## config.mk

```make
export PLATFORM = sky130hd
export DESIGN_NAME = bmp24_stream_decoder_top
export DESIGN_NICKNAME = d
export VERILOG_FILES = /design/src/hdl/bmp24_pkg.sv /design/src/hdl/bmp24_stream_decoder_top.sv /design/src/hdl/bmp24_front.sv /design/src/hdl/bmp24_queue.sv /design/src/hdl/bmp24_back.sv
export SDC_FILE = /design/constraint.sdc
export NUM_CORES = 1
export LEC_CHECK = 0
export ABC_CLOCK_PERIOD_IN_PS = 6250
export BUFFER_PORTS_ARGS = -buffer_cell sky130_fd_sc_hd__buf_2
export CORE_UTILIZATION = 25
export CTS_CLUSTER_DIAMETER = 200
export DETAILED_ROUTE_END_ITERATION = 8
export SYNTH_ARGS = -nofsm -noshare
export SYNTH_HDL_FRONTEND = slang
export SYNTH_HIERARCHICAL = 1
export SYNTH_SLANG_ARGS = --single-unit
```

## constraint.sdc

```tcl
create_clock -name clk_i -period 6.25 [get_ports clk_i]
set_input_delay 1.25 -clock clk_i [delete_from_list [all_inputs] [get_ports clk_i]]
set_output_delay 1.25 -clock clk_i [all_outputs]
set_load 0.005 [all_outputs]
```

## src/hdl/bmp24_pkg.sv

```systemverilog
// Shared types and constants for the 24-bit BMP stream decoder.
// Used by the front parser, the word queue, the pixel back end and the top level.
// No dependencies.
package bmp24_pkg;

  // Header limits and queue sizing.
  localparam int unsigned MAX_WIDTH_DEF  = 4096;
  localparam int unsigned MAX_HEIGHT_DEF = 4096;
  localparam int unsigned DIM_W          = 16;
  localparam int unsigned QUEUE_DEPTH    = 4;

  // File format constants.
  localparam logic [7:0]  MAGIC_B    = 8'h42;
  localparam logic [7:0]  MAGIC_M    = 8'h4D;
  localparam logic [31:0] HLEN_V3    = 32'd40;
  localparam logic [31:0] HLEN_OS2V1 = 32'd12;
  localparam logic [31:0] HLEN_OS2V2 = 32'd64;
  localparam logic [31:0] HLEN_V4    = 32'd108;
  localparam logic [31:0] HLEN_V5    = 32'd124;
  localparam logic [15:0] BPP_24     = 16'd24;

  // Result kinds as seen on the output port.
  typedef enum logic [1:0] {
    KIND_PIXEL  = 2'd0,
    KIND_HEADER = 2'd1,
    KIND_ERROR  = 2'd2
  } kind_e;

  // Status codes carried by header and error results.
  typedef enum logic [3:0] {
    ST_OK          = 4'd0,
    ST_NOT_BM      = 4'd1,
    ST_NOT_24BPP   = 4'd2,
    ST_COMPRESSED  = 4'd3,
    ST_OS2V2       = 4'd4,
    ST_V4          = 4'd5,
    ST_V5          = 4'd6,
    ST_UNKNOWN     = 4'd7,
    ST_OFS_BEHIND  = 4'd8,
    ST_TOO_LARGE   = 4'd9
  } status_e;

  // Operations passed from the front parser to the back end.
  typedef enum logic [1:0] {
    OP_PIX = 2'd0,
    OP_HDR = 2'd1,
    OP_ERR = 2'd2
  } op_e;

  typedef struct packed {
    op_e              op;
    logic [7:0]       data;
    status_e          status;
    logic [DIM_W-1:0] width;
    logic [DIM_W-1:0] height;
  } q_entry_t;

  // Queue output toward the back end.
  typedef struct packed {
    logic     valid;
    q_entry_t entry;
  } q_head_t;

endpackage

```

## src/hdl/bmp24_stream_decoder_top.sv

```systemverilog
// 24-bit BMP stream decoder, top level.
// Byte input channel: in_valid_i/in_ready_o with data_byte_i and file_start_i.
// A word with file_start_i high is byte 0 of a new file and restarts the parse.
// Result channel: out_valid_o/out_ready_i carrying at most one result per word: a pixel
// (kind 0, RGB and last_pixel), a header (kind 1, width and height) or an error
// (kind 2, status). Bytes outside a file and trailing bytes are dropped silently.
// Throughput: one byte per cycle while the queue has room. The rate is set by the
// front parser, which retires one byte per cycle, and by the single result register
// of the back end. A byte that causes a result is written into the queue when it is
// accepted, and the back end loads that result from the queue head into the output register.
// A four-entry queue parts the parser from the pixel back end. When the
// receiver stalls, the output register holds its result and the queue fills;
// in_ready_o falls once the queue is full and rises as it drains.
// Reset (rst_ni low, asynchronous) empties the queue, clears the output valid
// and puts the parser in its wait-for-file state. No clearing pass is needed.
// Depends on bmp24_pkg, bmp24_front, bmp24_queue and bmp24_back.
module bmp24_stream_decoder_top #(
  parameter int unsigned MAX_WIDTH  = bmp24_pkg::MAX_WIDTH_DEF,
  parameter int unsigned MAX_HEIGHT = bmp24_pkg::MAX_HEIGHT_DEF
) (
  input  logic        clk_i,
  input  logic        rst_ni,
  input  logic        in_valid_i,
  output logic        in_ready_o,
  input  logic [7:0]  data_byte_i,
  input  logic        file_start_i,
  output logic        out_valid_o,
  input  logic        out_ready_i,
  output logic [1:0]  kind_o,
  output logic [7:0]  red_o,
  output logic [7:0]  green_o,
  output logic [7:0]  blue_o,
  output logic [12:0] image_width_o,
  output logic [12:0] image_height_o,
  output logic [3:0]  status_o,
  output logic        last_pixel_o
);

  logic                q_full;
  logic                push;
  bmp24_pkg::q_entry_t push_entry;
  logic                pop;
  bmp24_pkg::q_head_t  head;

  // Header parser and data offset skip.
  bmp24_front #(
    .MAX_WIDTH  (MAX_WIDTH),
    .MAX_HEIGHT (MAX_HEIGHT)
  ) u_front (
    .clk_i        (clk_i),
    .rst_ni       (rst_ni),
    .in_valid_i   (in_valid_i),
    .in_ready_o   (in_ready_o),
    .data_byte_i  (data_byte_i),
    .file_start_i (file_start_i),
    .q_full_i     (q_full),
    .push_o       (push),
    .push_entry_o (push_entry)
  );

  // Decoupling queue.
  bmp24_queue u_queue (
    .clk_i        (clk_i),
    .rst_ni       (rst_ni),
    .push_i       (push),
    .push_entry_i (push_entry),
    .full_o       (q_full),
    .pop_i        (pop),
    .head_o       (head)
  );

  // Pixel assembly and result register.
  bmp24_back u_back (
    .clk_i          (clk_i),
    .rst_ni         (rst_ni),
    .head_i         (head),
    .pop_o          (pop),
    .out_valid_o    (out_valid_o),
    .out_ready_i    (out_ready_i),
    .kind_o         (kind_o),
    .red_o          (red_o),
    .green_o        (green_o),
    .blue_o         (blue_o),
    .image_width_o  (image_width_o),
    .image_height_o (image_height_o),
    .status_o       (status_o),
    .last_pixel_o   (last_pixel_o)
  );

endmodule

```

## src/hdl/bmp24_front.sv

```systemverilog
// Front parser: accepts file bytes, decodes the BMP header and skips to the pixel data.
// Pushes pixel bytes, header results and error results into the word queue.
// Depends on bmp24_pkg.
module bmp24_front #(
  parameter int unsigned MAX_WIDTH  = bmp24_pkg::MAX_WIDTH_DEF,
  parameter int unsigned MAX_HEIGHT = bmp24_pkg::MAX_HEIGHT_DEF
) (
  input  logic                clk_i,
  input  logic                rst_ni,
  input  logic                in_valid_i,
  output logic                in_ready_o,
  input  logic [7:0]          data_byte_i,
  input  logic                file_start_i,
  input  logic                q_full_i,
  output logic                push_o,
  output bmp24_pkg::q_entry_t push_entry_o
);

  typedef enum logic [1:0] {
    PH_IDLE,
    PH_HEADER,
    PH_SKIP,
    PH_PIXELS
  } phase_e;

  // Byte positions inside the file header.
  localparam logic [4:0] P_MAGIC_END = 5'd1;
  localparam logic [4:0] P_OFS_LO    = 5'd10;
  localparam logic [4:0] P_OFS_END   = 5'd13;
  localparam logic [4:0] P_HLEN_LO   = 5'd14;
  localparam logic [4:0] P_HLEN_END  = 5'd17;
  localparam logic [4:0] P_W_LO      = 5'd18;
  localparam logic [4:0] P_V3_W_END  = 5'd21;
  localparam logic [4:0] P_V3_H_LO   = 5'd22;
  localparam logic [4:0] P_V3_H_END  = 5'd25;
  localparam logic [4:0] P_V3_B_LO   = 5'd28;
  localparam logic [4:0] P_V3_B_END  = 5'd29;
  localparam logic [4:0] P_V3_C_LO   = 5'd30;
  localparam logic [4:0] P_V3_C_END  = 5'd31;
  localparam logic [4:0] P_OS_W_END  = 5'd19;
  localparam logic [4:0] P_OS_H_LO   = 5'd20;
  localparam logic [4:0] P_OS_H_END  = 5'd21;
  localparam logic [4:0] P_OS_B_LO   = 5'd24;
  localparam logic [4:0] P_OS_B_END  = 5'd25;
  localparam logic [32:0] USED_V3    = 33'd32;
  localparam logic [32:0] USED_OS2   = 33'd26;
  localparam logic [31:0] LIM_W      = 32'(MAX_WIDTH);
  localparam logic [31:0] LIM_H      = 32'(MAX_HEIGHT);

  phase_e                      phase_q, phase_d;
  logic [4:0]                  pos_q, pos_d;
  logic [31:0]                 acc_q, acc_d;
  logic [31:0]                 ofs_q, ofs_d;
  logic [31:0]                 rem_q, rem_d;
  logic                        v3_q, v3_d;
  logic [bmp24_pkg::DIM_W-1:0] w_q, w_d, h_q, h_d;
  logic                        w_big_q, w_big_d, h_big_q, h_big_d;

  logic       take;
  phase_e     ph;
  logic [4:0] pos;
  logic       gath;
  logic [4:0] base;
  logic [4:0] rel;
  logic [31:0] acc_cur;
  logic       fin;
  logic [32:0] diff;

  assign in_ready_o = !q_full_i;
  assign take       = in_valid_i && in_ready_o;
  assign ph         = file_start_i ? PH_HEADER : phase_q;
  assign pos        = file_start_i ? 5'd0 : pos_q;

  // Locate the current header field and the byte lane inside it.
  always_comb begin
    gath = 1'b0;
    base = 5'd0;
    if (pos <= P_MAGIC_END) begin
      gath = 1'b1;
    end else if (pos >= P_OFS_LO && pos <= P_OFS_END) begin
      gath = 1'b1;
      base = P_OFS_LO;
    end else if (pos >= P_HLEN_LO && pos <= P_HLEN_END) begin
      gath = 1'b1;
      base = P_HLEN_LO;
    end else if (v3_q) begin
      if (pos >= P_W_LO && pos <= P_V3_W_END) begin
        gath = 1'b1;
        base = P_W_LO;
      end else if (pos >= P_V3_H_LO && pos <= P_V3_H_END) begin
        gath = 1'b1;
        base = P_V3_H_LO;
      end else if (pos >= P_V3_B_LO && pos <= P_V3_B_END) begin
        gath = 1'b1;
        base = P_V3_B_LO;
      end else if (pos >= P_V3_C_LO && pos <= P_V3_C_END) begin
        gath = 1'b1;
        base = P_V3_C_LO;
      end
    end else begin
      if (pos >= P_W_LO && pos <= P_OS_W_END) begin
        gath = 1'b1;
        base = P_W_LO;
      end else if (pos >= P_OS_H_LO && pos <= P_OS_H_END) begin
        gath = 1'b1;
        base = P_OS_H_LO;
      end else if (pos >= P_OS_B_LO && pos <= P_OS_B_END) begin
        gath = 1'b1;
        base = P_OS_B_LO;
      end
    end
  end

  assign rel = pos - base;

  // Little-endian assembly of the field value including the current byte.
  always_comb begin
    acc_cur = acc_q;
    if (rel[1:0] == 2'd0) begin
      acc_cur = {24'd0, data_byte_i};
    end else begin
      acc_cur[{rel[1:0], 3'b000} +: 8] = data_byte_i;
    end
  end

  // Distance from the bytes consumed by the header to the data offset.
  assign diff = {1'b0, ofs_q} - (v3_q ? USED_V3 : USED_OS2);

  // Parse step for one accepted word.
  always_comb begin
    phase_d      = phase_q;
    pos_d        = pos_q;
    acc_d        = acc_q;
    ofs_d        = ofs_q;
    rem_d        = rem_q;
    v3_d         = v3_q;
    w_d          = w_q;
    h_d          = h_q;
    w_big_d      = w_big_q;
    h_big_d      = h_big_q;
    push_o       = 1'b0;
    push_entry_o = '0;
    fin          = 1'b0;
    if (take) begin
      case (ph)
        PH_HEADER: begin
          phase_d = PH_HEADER;
          pos_d   = pos + 5'd1;
          if (gath) begin
            acc_d = acc_cur;
          end
          if (pos == P_MAGIC_END) begin
            if (acc_cur[15:0] != {bmp24_pkg::MAGIC_M, bmp24_pkg::MAGIC_B}) begin
              push_o              = 1'b1;
              push_entry_o.op     = bmp24_pkg::OP_ERR;
              push_entry_o.status = bmp24_pkg::ST_NOT_BM;
              phase_d             = PH_IDLE;
            end
          end else if (pos == P_OFS_END) begin
            ofs_d = acc_cur;
          end else if (pos == P_HLEN_END) begin
            v3_d = (acc_cur == bmp24_pkg::HLEN_V3);
            if (acc_cur != bmp24_pkg::HLEN_V3 && acc_cur != bmp24_pkg::HLEN_OS2V1) begin
              push_o          = 1'b1;
              push_entry_o.op = bmp24_pkg::OP_ERR;
              phase_d         = PH_IDLE;
              if (acc_cur == bmp24_pkg::HLEN_OS2V2) begin
                push_entry_o.status = bmp24_pkg::ST_OS2V2;
              end else if (acc_cur == bmp24_pkg::HLEN_V4) begin
                push_entry_o.status = bmp24_pkg::ST_V4;
              end else if (acc_cur == bmp24_pkg::HLEN_V5) begin
                push_entry_o.status = bmp24_pkg::ST_V5;
              end else begin
                push_entry_o.status = bmp24_pkg::ST_UNKNOWN;
              end
            end
          end else if (pos == (v3_q ? P_V3_W_END : P_OS_W_END)) begin
            w_d     = acc_cur[bmp24_pkg::DIM_W-1:0];
            w_big_d = (acc_cur > LIM_W);
          end else if (pos == (v3_q ? P_V3_H_END : P_OS_H_END)) begin
            h_d     = acc_cur[bmp24_pkg::DIM_W-1:0];
            h_big_d = (acc_cur > LIM_H);
          end else if (pos == (v3_q ? P_V3_B_END : P_OS_B_END)) begin
            if (acc_cur[15:0] != bmp24_pkg::BPP_24) begin
              push_o              = 1'b1;
              push_entry_o.op     = bmp24_pkg::OP_ERR;
              push_entry_o.status = bmp24_pkg::ST_NOT_24BPP;
              phase_d             = PH_IDLE;
            end else if (!v3_q) begin
              fin = 1'b1;
            end
          end else if (v3_q && pos == P_V3_C_END) begin
            if (acc_cur[15:0] != 16'd0) begin
              push_o              = 1'b1;
              push_entry_o.op     = bmp24_pkg::OP_ERR;
              push_entry_o.status = bmp24_pkg::ST_COMPRESSED;
              phase_d             = PH_IDLE;
            end else begin
              fin = 1'b1;
            end
          end
          // End of header: size check first, then the data offset.
          if (fin) begin
            push_o = 1'b1;
            if (w_big_q || h_big_q) begin
              push_entry_o.op     = bmp24_pkg::OP_ERR;
              push_entry_o.status = bmp24_pkg::ST_TOO_LARGE;
              phase_d             = PH_IDLE;
            end else if (diff[32]) begin
              push_entry_o.op     = bmp24_pkg::OP_ERR;
              push_entry_o.status = bmp24_pkg::ST_OFS_BEHIND;
              phase_d             = PH_IDLE;
            end else begin
              push_entry_o.op     = bmp24_pkg::OP_HDR;
              push_entry_o.status = bmp24_pkg::ST_OK;
              push_entry_o.width  = w_q;
              push_entry_o.height = h_q;
              rem_d               = diff[31:0];
              if (w_q == '0 || h_q == '0) begin
                phase_d = PH_IDLE;
              end else if (diff[31:0] == 32'd0) begin
                phase_d = PH_PIXELS;
              end else begin
                phase_d = PH_SKIP;
              end
            end
          end
        end
        PH_SKIP: begin
          if (rem_q == 32'd1) begin
            phase_d = PH_PIXELS;
          end else begin
            rem_d = rem_q - 32'd1;
          end
        end
        PH_PIXELS: begin
          push_o            = 1'b1;
          push_entry_o.op   = bmp24_pkg::OP_PIX;
          push_entry_o.data = data_byte_i;
        end
        default: begin
        end
      endcase
    end
  end

  // Parser state.
  always_ff @(posedge clk_i or negedge rst_ni) begin
    if (!rst_ni) begin
      phase_q <= PH_IDLE;
      pos_q   <= '0;
      rem_q   <= '0;
      v3_q    <= 1'b0;
      w_big_q <= 1'b0;
      h_big_q <= 1'b0;
    end else begin
      phase_q <= phase_d;
      pos_q   <= pos_d;
      rem_q   <= rem_d;
      v3_q    <= v3_d;
      w_big_q <= w_big_d;
      h_big_q <= h_big_d;
    end
  end

  // Header field values.
  always_ff @(posedge clk_i) begin
    acc_q <= acc_d;
    ofs_q <= ofs_d;
    w_q   <= w_d;
    h_q   <= h_d;
  end

endmodule

```

## src/hdl/bmp24_queue.sv

```systemverilog
// Short word queue between the front parser and the pixel back end.
// Lets each side stall on its own. Depends on bmp24_pkg.
module bmp24_queue (
  input  logic                clk_i,
  input  logic                rst_ni,
  input  logic                push_i,
  input  bmp24_pkg::q_entry_t push_entry_i,
  output logic                full_o,
  input  logic                pop_i,
  output bmp24_pkg::q_head_t  head_o
);

  localparam int unsigned PTR_W = $clog2(bmp24_pkg::QUEUE_DEPTH);
  localparam int unsigned CNT_W = $clog2(bmp24_pkg::QUEUE_DEPTH + 1);

  bmp24_pkg::q_entry_t mem_q [bmp24_pkg::QUEUE_DEPTH];
  logic [PTR_W-1:0]    wr_q, rd_q;
  logic [CNT_W-1:0]    cnt_q;
  logic                do_push, do_pop;

  assign full_o       = (cnt_q == CNT_W'(bmp24_pkg::QUEUE_DEPTH));
  assign head_o.valid = (cnt_q != '0);
  assign head_o.entry = mem_q[rd_q];
  assign do_push      = push_i && !full_o;
  assign do_pop       = pop_i && head_o.valid;

  // Pointers and fill count.
  always_ff @(posedge clk_i or negedge rst_ni) begin
    if (!rst_ni) begin
      wr_q  <= '0;
      rd_q  <= '0;
      cnt_q <= '0;
    end else begin
      if (do_push) begin
        wr_q <= (wr_q == PTR_W'(bmp24_pkg::QUEUE_DEPTH - 1)) ? '0 : wr_q + PTR_W'(1);
      end
      if (do_pop) begin
        rd_q <= (rd_q == PTR_W'(bmp24_pkg::QUEUE_DEPTH - 1)) ? '0 : rd_q + PTR_W'(1);
      end
      if (do_push && !do_pop) begin
        cnt_q <= cnt_q + CNT_W'(1);
      end else if (do_pop && !do_push) begin
        cnt_q <= cnt_q - CNT_W'(1);
      end
    end
  end

  // Entry storage.
  always_ff @(posedge clk_i) begin
    if (do_push) begin
      mem_q[wr_q] <= push_entry_i;
    end
  end

endmodule

```

## src/hdl/bmp24_back.sv

```systemverilog
// Pixel back end: turns BGR byte triples into RGB pixels, drops row padding and
// holds the output register for pixel, header and error results. Depends on bmp24_pkg.
module bmp24_back (
  input  logic               clk_i,
  input  logic               rst_ni,
  input  bmp24_pkg::q_head_t head_i,
  output logic               pop_o,
  output logic               out_valid_o,
  input  logic               out_ready_i,
  output logic [1:0]         kind_o,
  output logic [7:0]         red_o,
  output logic [7:0]         green_o,
  output logic [7:0]         blue_o,
  output logic [12:0]        image_width_o,
  output logic [12:0]        image_height_o,
  output logic [3:0]         status_o,
  output logic               last_pixel_o
);

  localparam int unsigned DW = bmp24_pkg::DIM_W;

  logic          active_q, active_d;
  logic          in_pad_q, in_pad_d;
  logic [1:0]    k_q, k_d;
  logic [1:0]    pad_q, pad_d;
  logic [1:0]    pad_cnt_q, pad_cnt_d;
  logic [DW-1:0] col_q, col_d, row_q, row_d;
  logic [DW-1:0] wm1_q, wm1_d, hm1_q, hm1_d;
  logic [7:0]    b0_q, b0_d, b1_q, b1_d;

  logic             ov_q, ov_d;
  bmp24_pkg::kind_e   kind_q, kind_d;
  bmp24_pkg::status_e st_q, st_d;
  logic [7:0]       r_q, r_d, g_q, g_d, bl_q, bl_d;
  logic [12:0]      w_q, w_d, h_q, h_d;
  logic             last_q, last_d;

  logic                is_last;
  bmp24_pkg::q_entry_t e;

  assign e       = head_i.entry;
  assign pop_o   = head_i.valid && (!ov_q || out_ready_i);
  assign is_last = (row_q == hm1_q) && (col_q == wm1_q);

  // Handle one word from the queue.
  always_comb begin
    active_d  = active_q;
    in_pad_d  = in_pad_q;
    k_d       = k_q;
    pad_d     = pad_q;
    pad_cnt_d = pad_cnt_q;
    col_d     = col_q;
    row_d     = row_q;
    wm1_d     = wm1_q;
    hm1_d     = hm1_q;
    b0_d      = b0_q;
    b1_d      = b1_q;
    ov_d      = ov_q && !out_ready_i;
    kind_d    = kind_q;
    st_d      = st_q;
    r_d       = r_q;
    g_d       = g_q;
    bl_d      = bl_q;
    w_d       = w_q;
    h_d       = h_q;
    last_d    = last_q;
    if (pop_o) begin
      case (e.op)
        bmp24_pkg::OP_HDR: begin
          active_d  = (e.width != '0) && (e.height != '0);
          in_pad_d  = 1'b0;
          k_d       = 2'd0;
          pad_d     = e.width[1:0];
          col_d     = '0;
          row_d     = '0;
          wm1_d     = e.width - DW'(1);
          hm1_d     = e.height - DW'(1);
          ov_d      = 1'b1;
          kind_d    = bmp24_pkg::KIND_HEADER;
          st_d      = bmp24_pkg::ST_OK;
          r_d       = 8'd0;
          g_d       = 8'd0;
          bl_d      = 8'd0;
          w_d       = e.width[12:0];
          h_d       = e.height[12:0];
          last_d    = 1'b0;
        end
        bmp24_pkg::OP_ERR: begin
          active_d = 1'b0;
          ov_d     = 1'b1;
          kind_d   = bmp24_pkg::KIND_ERROR;
          st_d     = e.status;
          r_d      = 8'd0;
          g_d      = 8'd0;
          bl_d     = 8'd0;
          w_d      = 13'd0;
          h_d      = 13'd0;
          last_d   = 1'b0;
        end
        bmp24_pkg::OP_PIX: begin
          if (active_q) begin
            if (in_pad_q) begin
              // Padding at the end of a row.
              if (pad_cnt_q == 2'd1) begin
                in_pad_d = 1'b0;
                row_d    = row_q + DW'(1);
              end else begin
                pad_cnt_d = pad_cnt_q - 2'd1;
              end
            end else begin
              case (k_q)
                2'd0: begin
                  b0_d = e.data;
                  k_d  = 2'd1;
                end
                2'd1: begin
                  b1_d = e.data;
                  k_d  = 2'd2;
                end
                default: begin
                  // Third byte completes the pixel.
                  k_d    = 2'd0;
                  ov_d   = 1'b1;
                  kind_d = bmp24_pkg::KIND_PIXEL;
                  st_d   = bmp24_pkg::ST_OK;
                  r_d    = e.data;
                  g_d    = b1_q;
                  bl_d   = b0_q;
                  w_d    = 13'd0;
                  h_d    = 13'd0;
                  last_d = is_last;
                  if (is_last) begin
                    active_d = 1'b0;
                  end else if (col_q == wm1_q) begin
                    col_d = '0;
                    if (pad_q == 2'd0) begin
                      row_d = row_q + DW'(1);
                    end else begin
                      in_pad_d  = 1'b1;
                      pad_cnt_d = pad_q;
                    end
                  end else begin
                    col_d = col_q + DW'(1);
                  end
                end
              endcase
            end
          end
        end
        default: begin
        end
      endcase
    end
  end

  // Control state.
  always_ff @(posedge clk_i or negedge rst_ni) begin
    if (!rst_ni) begin
      active_q  <= 1'b0;
      in_pad_q  <= 1'b0;
      k_q       <= '0;
      pad_cnt_q <= '0;
      col_q     <= '0;
      row_q     <= '0;
      ov_q      <= 1'b0;
    end else begin
      active_q  <= active_d;
      in_pad_q  <= in_pad_d;
      k_q       <= k_d;
      pad_cnt_q <= pad_cnt_d;
      col_q     <= col_d;
      row_q     <= row_d;
      ov_q      <= ov_d;
    end
  end

  // Image geometry, byte holding and output payload.
  always_ff @(posedge clk_i) begin
    pad_q  <= pad_d;
    wm1_q  <= wm1_d;
    hm1_q  <= hm1_d;
    b0_q   <= b0_d;
    b1_q   <= b1_d;
    kind_q <= kind_d;
    st_q   <= st_d;
    r_q    <= r_d;
    g_q    <= g_d;
    bl_q   <= bl_d;
    w_q    <= w_d;
    h_q    <= h_d;
    last_q <= last_d;
  end

  assign out_valid_o    = ov_q;
  assign kind_o         = kind_q;
  assign red_o          = r_q;
  assign green_o        = g_q;
  assign blue_o         = bl_q;
  assign image_width_o  = w_q;
  assign image_height_o = h_q;
  assign status_o       = st_q;
  assign last_pixel_o   = last_q;

endmodule
```

# After elaboration in Yosys (flattened, before gate mapping)
# Memories as Yosys holds them, arrays and structs flattened.
# Index checks and enable logic that the tools add are counted.
totals:
  ff_bits: 291
  latch_bits: 0
  ramBits: 184
  rom_bits: 0
  inputBits: 13
  out_inout_bits: 59
  n_memories: 1
mem_list:
  columns: ["memory", "words", "word_bits", "read_ports", "rd_clocked_by_memory_dff", "write_ports", "line", "source"]
  rows:
  - ["u_queue.mem_q", 4, 46, 1, 0, 1, "bmp24_queue.sv:16", "bmp24_pkg::q_entry_t mem_q [bmp24_pkg::QUEUE_DEPTH];"]
classes:
  n_addsub: 14
  mul: 0
  n_div: 0
  n_lt_le_gt_ge: 17
  eq_ne: 46
  shift: 2
  mux: 192
  bitwise_logic: 5
  n_reduce_logical: 66
ops:
  columns: ["op", "n"]
  rows:
  - ["32-bit two-way mux", 7]
  - ["16-bit two-way mux", 12]
  - ["2-bit two-way mux", 53]
  - ["32-bit by 7-bit equality test with 1-bit output (second input constant)", 3]
  - ["8-bit two-way mux", 10]
  - ["13-bit case mux with 3 select lines", 2]
  - ["36-bit two-way mux", 2]
  - ["4-bit two-way mux", 16]
  - ["16-bit case mux with 2 select lines", 2]
  - ["32-bit case mux with 2 select lines", 1]
  - ["1-bit two-way mux", 63]
  - ["8-bit case mux with 2 select lines", 3]
  - ["16-bit nonzero test", 3]
  - ["46-bit two-way mux", 1]
  - ["13-bit two-way mux", 3]
  - ["32-bit by 33-bit subtractor with 33-bit output", 1]
  - ["16-bit by 1-bit adder with 16-bit output (second input constant)", 2]
  - ["32-bit bitwise mux", 1]
  - ["16-bit equality test", 2]
  - ["32-bit by 1-bit equality test with 1-bit output (second input constant)", 1]
  - ["32-bit by 6-bit equality test with 1-bit output (second input constant)", 1]
  - ["32-bit by 13-bit greater-than comparator with 1-bit output (second input constant)", 1]
  - ["16-bit zero test", 2]
  - ["32-bit zero test", 1]
  - ["other kinds (55)", 149]

# Logic depth before layout (Yosys ltp)
logic_depth:
  depth_word: 35
  mapped_depth: 32
  depth_no_buf: 27

# Modules after synthesis
# Netlist, hierarchy kept.
by_module_without_submodules:
  columns: ["module", "n_inst", "cells_per_inst", "area_each_um2"]
  rows:
  - ["bmp24_front", 1, 857, 8418.1]
  - ["bmp24_queue", 1, 277, 7066.8]
  - ["bmp24_back", 1, 558, 6782.8]

# Worst setup path after synthesis
# Ideal clock, no wire load.
synth_timing:
  kind: "input -> register"
  startpoint: "input file_start_i"
  endpoint: "memory u_queue/mem_q[3][0] (netlist name), enable pin"
  setup_time_ps: 450
  arrival_ps: 7067
  required_time_ps: 5800
  slack_ps: -1266
  cell_stages: 24
  cell_sequence: "clkbuf_1 -> nor2b_1 -> inv_1 -> ha_1 -> clkbuf_1 -> inv_1 -> o21ai_0 -> a21oi_1 -> a221o_1 -> nor2_1 -> nor2_1 -> xnor2_1 -> ha_1 -> buf_4 -> clkbuf_1 -> mux2i_1 -> xor2_1 -> nor4_1 -> nand4_1 -> a31o_2 -> a21oi_1 -> o31ai_1 -> nand2_1 -> nor2_1"
synth_via:
  elab_chain_cells: 33
  elab_cells_between_ends: 83
  classes_between: "add/sub: 2; order compare: 14; eq/ne: 13; shift: 2; mux: 40; reduce/logical: 12"
synth_lines:
  columns: ["element", "line", "source"]
  rows:
  - ["start: declaration", "bmp24_stream_decoder_top.sv:26", "input logic file_start_i,"]
  - ["5-bit two-way mux", "bmp24_front.sv:72", "assign pos = file_start_i ? 5'd0 : pos_q;"]
  - ["5-bit >= comparator / 5-bit less-or-equal comparator (equally long branches)", "bmp24_front.sv:96", "end else if (pos >= P_V3_C_LO && pos <= P_V3_C_END) begin"]
  - ["1-bit logical AND", "bmp24_front.sv:96", null]
  - ["2-bit two-way mux", "bmp24_front.sv:96", null]
  - ["2-bit two-way mux", "bmp24_front.sv:93", "end else if (pos >= P_V3_B_LO && pos <= P_V3_B_END) begin"]
  - ["2-bit two-way mux", "bmp24_front.sv:90", "end else if (pos >= P_V3_H_LO && pos <= P_V3_H_END) begin"]
  - ["2-bit two-way mux", "bmp24_front.sv:87", "if (pos >= P_W_LO && pos <= P_V3_W_END) begin"]
  - ["2-bit two-way mux", "bmp24_front.sv:86", "end else if (v3_q) begin"]
  - ["(+18 left out)", null, null]
  - ["1-bit two-way mux", "bmp24_front.sv:144", "if (take) begin"]
  - ["1-bit two-way mux", "bmp24_front.sv:203", "if (fin) begin"]
  - ["1-bit case mux with 2 select lines (*)", "bmp24_front.sv:145", "case (ph)"]
  - ["1-bit two-way mux (*)", "bmp24_front.sv:144", null]
  - ["via push", "bmp24_stream_decoder_top.sv:40", "logic push;"]
  - ["1-bit logical AND (*)", "bmp24_queue.sv:24", "assign do_push = push_i && !full_o;"]
  - ["1-bit two-way mux (*)", "bmp24_queue.sv:50", "if (do_push) begin"]
  - ["1-bit two-way mux (not written as such) (*)", "bmp24_queue.sv:51", "mem_q[wr_q] <= push_entry_i;"]
  - ["end: declaration", "bmp24_queue.sv:16", null]
# The timed path passes the listed nets; every way through them passes the cells marked *. The select of a mux whose other input is x is not followed.

# Worst setup path in the final report
layout_timing:
  startpoint: "input file_start_i"
  endpoint: "register u_queue.cnt_q[2]"
layout_via:
  elab_chain_cells: 34
  elab_cells_between_ends: 86
  classes_between: "add/sub: 2; order compare: 14; eq/ne: 13; shift: 2; mux: 39; reduce/logical: 16"
layout_lines:
  columns: ["element", "line", "source"]
  rows:
  - ["5-bit two-way mux", "bmp24_front.sv:72", null]
  - ["5-bit >= comparator / 5-bit less-or-equal comparator (equally long branches)", "bmp24_front.sv:96", null]
  - ["1-bit logical AND", "bmp24_front.sv:96", null]
  - ["2-bit two-way mux", "bmp24_front.sv:96", null]
  - ["2-bit two-way mux", "bmp24_front.sv:93", null]
  - ["2-bit two-way mux", "bmp24_front.sv:90", null]
  - ["2-bit two-way mux", "bmp24_front.sv:87", null]
  - ["2-bit two-way mux", "bmp24_front.sv:86", null]
  - ["(+20 left out)", null, null]
  - ["1-bit case mux with 2 select lines (*)", "bmp24_front.sv:145", null]
  - ["1-bit two-way mux (*)", "bmp24_front.sv:144", null]
  - ["via push", "bmp24_stream_decoder_top.sv:40", null]
  - ["1-bit logical AND (*)", "bmp24_queue.sv:24", null]
  - ["via u_queue.do_push", "bmp24_queue.sv:19", "logic do_push, do_pop;"]
  - ["1-bit zero test", "bmp24_queue.sv:42", "end else if (do_pop && !do_push) begin"]
  - ["1-bit logical AND", "bmp24_queue.sv:42", null]
  - ["2-bit nonzero test (no source line)", null, null]
  - ["end signal: assignment", "bmp24_queue.sv:41", "cnt_q <= cnt_q + CNT_W'(1);"]
  - ["end signal: assignment", "bmp24_queue.sv:43", "cnt_q <= cnt_q - CNT_W'(1);"]
  - ["end: declaration", "bmp24_queue.sv:18", "logic [CNT_W-1:0] cnt_q;"]
# Marked as above.
# A chain may end at the register's enable or synchronous reset.

==> flow_metrics.py <==
metrics = {
    "run_status": {
        "status": "completed",
    },
    "layout": {
        "area_delta_synth_final_pct": 18.8,
        "fill_cells": 8723,
        "drive_gt1_frac": 0.192,
        "fin_nets": 1881,
        "final_cells": 3043,
        "final_area_mm2": 0.0265,
    },
    "timing": {
        "fmaxAchievable_mhz": 168,
        "hold_violations": 0,
        "relSlewSlack": 0.146,
        "period_share": 0.954,
        "min_period_ns": 5.96,
        "finalSetupTns_ns": 0,
        "drv_slew": 0,
        "setup_violations": 0,
        "fin_worst_hold_slack_ns": 0.505,
        "worst_pin_slew_ns": 1.28,
        "fin_worst_skew_ns": 0.0456,
    },
    "yosys": {
        "async_flop_share": 0.185,
        "synth_seq_area_share": 0.621,
        "synth_flop_cell": "edfxtp_1",
        "syn_nets": 1740,
        "synth_area_mm2": 0.0223,
        "ys_ff_latch": 475,
        "synth_edf_count": 387,
        "syn_inst": 1692,
        "synth_cell_types": 95,
        "syn_area_per_cell_um2": 13.2,
        "ys_warn_count": 6,
    },
    "floorplanning": {
        "start_util": 0.252,
        "die_x_um": 300,
        "die_h_um": 300,
        "ioPinCount": 72,
        "die-area_mm2": 0.0903,
        "fp.coreArea_mm2": 0.0882,
        "rows": 109,
    },
    "power": {
        "finalPower_mw": 11.9,
        "p_per_area_mw_per_mm2": 450,
        "p_leak_nw": 9.14,
        "peakVddDrop_mv": 0.281,
    },
    "drt": {
        "drt-initial-drc-count": 1325,
        "drc": 0,
        "drt-total-wl_um": 55000,
        "drt-wirelength-per-cell_um": 18.1,
        "vias_per_cell": 4.79,
        "firstDrtPassIters": 5,
        "antenna_left": 0,
        "vias": 14600,
    },
    "placement": {
        "io_buffers": 71,
        "gp_congestion": 0.901,
        "dp_cells": 2944,
        "dpl.hpwl_um": 38900,
        "post_dp_cell_area_mm2": 0.0246,
    },
    "worst_hold_path": {
        "whs_endpoint": "u_back/k_q[0]",
        "hold_start": "u_back/k_q[0]",
        "hold_path_class": "reg2reg",
        "whs_path_depth": 1,
    },
    "worst_setup_path": {
        "required_ns": 6.75,
        "start_kind": "primary input",
        "cp-end-kind": "flip-flop",
        "cpPeakStageDelay_ns": 0.57,
        "ff2ff_path_depth": 27,
        "ff2ff_setup_slack_ns": 0.44,
        "timing.rr.start": "u_front/pos_q[1]",
        "path_class": "in2reg",
        "cp_num_buf_inv": 6,
        "worst-path-max-fanout": 8,
        "reg2reg_to": "u_queue/cnt_q[2]",
        "critical_path.slowest_cell": "or4_4",
        "crit_family": "compound AO/OA/AOI/OAI gates",
        "arrival_ns": 6.46,
    },
    "clocking": {
        "cts.reportedPaths.clkPinSlew_ns": 0.06,
        "ctsHoldBuffers": 0,
        "cts_tree": "yes",
        "clockRootBuffer": "clkbuf_16",
        "htree_levels": 2,
        "clock_latency_ns": 0.62,
        "clock_sinks": 475,
        "clockBufferDepth": 3,
        "numCtsBuffers": 52,
    },
    "job": {
        "cap_violations": 0,
    },
    "grt": {
        "grtUsageTotal": 0.120,
        "grt_pass1_wl_um": 85500,
        "overflow": 0,
        "grt_pass1_vias": 14400,
        "grt_max_degree": 59,
        "antenna_found_initial": 0,
    },
}
==> where the power goes <==
group / switching [mW] / total (mW) / internal (mW)
Sequential: 0.514 / 4.98 / 4.47
Combinational: 2.14 / 3.65 / 1.51
Clock: 1.31 / 3.28 / 1.98
==> stage by stage <==
step / setup WS (ns) / utilization
after floorplan: 0.0279 / -
after global placement: -0.255 / 0.278
after detailed placement: -0.476 / 0.278
after CTS: 0.118 / 0.299
after global routing: -0.00526 / 0.300
final: 0.285 / 0.300
==> per-layer routing <==
layer	vias up	track usage	routed length [um]
met1	7330	0.163	24900
met5	-	0	0
met3	75	0.0185	2500
met4	0	0.0288	1040
li1	6767	-	-
met2	390	0.201	26600
==> cells by family after synthesis <==
logic type,share of synthesized area
mux,0.0573
buf+inv,0.0249
simple gates,0.154
flops,0.621
compound gates,0.0855
xor+xnor,0.0373
fa+ha+maj,0.0200
==> how the worst max path moves through the flow <==
stage / from / to / slack [ns] / cells past startpoint
after floorplan: file_start_i / u_queue/cnt_q[2] / 0.03 / 27
after global placement: file_start_i / u_queue/cnt_q[2] / -0.25 / 27
after detailed placement: file_start_i / u_queue/cnt_q[2] / -0.48 / 27
after CTS: file_start_i / u_queue/cnt_q[2] / 0.12 / 27
after global routing: file_start_i / u_queue/cnt_q[2] / -0.005 / 27
final: file_start_i / u_queue/cnt_q[2] / 0.29 / 27
==> area by class of cell <==
type	instances	area, um^2	area share
Tap cell	1165	1460	0.0551
Sequential cell	475	13800	0.522
Clock inverter	29	454	0.0172
Multi-Input combinational cell	1095	8010	0.303
Clock buffer	69	1410	0.0531
Antenna cell	1	2.50	0.0000946
Timing Repair Buffer	165	1140	0.0430
Inverter	44	166	0.00629
==> cell usage in the layout (no fill, tap or decap), drive strengths merged, types with 7 or more instances in the layout <==
cell    count
nand2      96
mux2       16
inv        47
buf       165
nand2b     14
xor2       53
nor3b      12
mux4       46
xnor2      41
dfrtp      88
clkinv     13
ha         34
a22o       15
a221o       7
and2       95
o31ai      19
o21ai      53
o211ai      9
nand3      52
clkbuf     69
o22ai       9
bufinv      9
and3       27
or4        20
a31oi      23
a21oi      67
nor3       59
nor2      105
nor4       40
a22oi       8
nor2b      17
edfxtp    387
nand4      25
or3        23
==> cells in the mapped netlist (7+ instances only) <==
cell | count | share of area
edfxtp_1 | 387 | 0.52
nor2_1 | 105 | 0.018
nand2_1 | 95 | 0.016
and2_1 | 93 | 0.026
dfrtp_1 | 88 | 0.099
a21oi_1 | 67 | 0.015
nor3_1 | 56 | 0.013
xor2_1 | 53 | 0.021
nand3_1 | 50 | 0.011
clkbuf_1 | 47 | 0.0079
mux4_2 | 46 | 0.047
inv_1 | 43 | 0.0072
xnor2_1 | 40 | 0.016
nor4_1 | 38 | 0.011
o21ai_0 | 38 | 0.0085
ha_1 | 34 | 0.019
and3_1 | 26 | 0.0073
nand4_1 | 24 | 0.0067
a31oi_1 | 23 | 0.0065
or3_1 | 23 | 0.0065
o31ai_1 | 19 | 0.0064
or4_1 | 18 | 0.0061
buf_2 | 17 | 0.0038
nor2b_1 | 17 | 0.0048
a22o_1 | 15 | 0.0059
mux2_2 | 15 | 0.0076
o21ai_1 | 15 | 0.0034
nand2b_1 | 14 | 0.0039
nor3b_1 | 9 | 0.0030
o211ai_1 | 9 | 0.0030
o22ai_1 | 9 | 0.0025
a22oi_1 | 8 | 0.0027
a221o_1 | 7 | 0.0031
buf_6 | 7 | 0.0035
==> what timing repair did <==
item / 4_1_cts / 5_1_grt
setup endpoints to repair: 0 / 2
buffers inserted: 0 / 0
gates resized for setup: 0 / 9
endpoints found under the hold margin: 0 / 0
==> registers in the layout, indices dropped and copies added, names as in the netlist, 13 cells and up <==
signal	cells
u_queue/mem_q	184
u_front/acc_q	32
u_front/ofs_q	32
u_front/rem_q	32
u_back/col_q	16
u_back/hm1_q	16
u_back/row_q	16
u_back/wm1_q	16
u_front/h_q	16
u_front/w_q	16
u_back/image_height_o	13
u_back/image_width_o	13
Power figures use the tool's default switching activity.
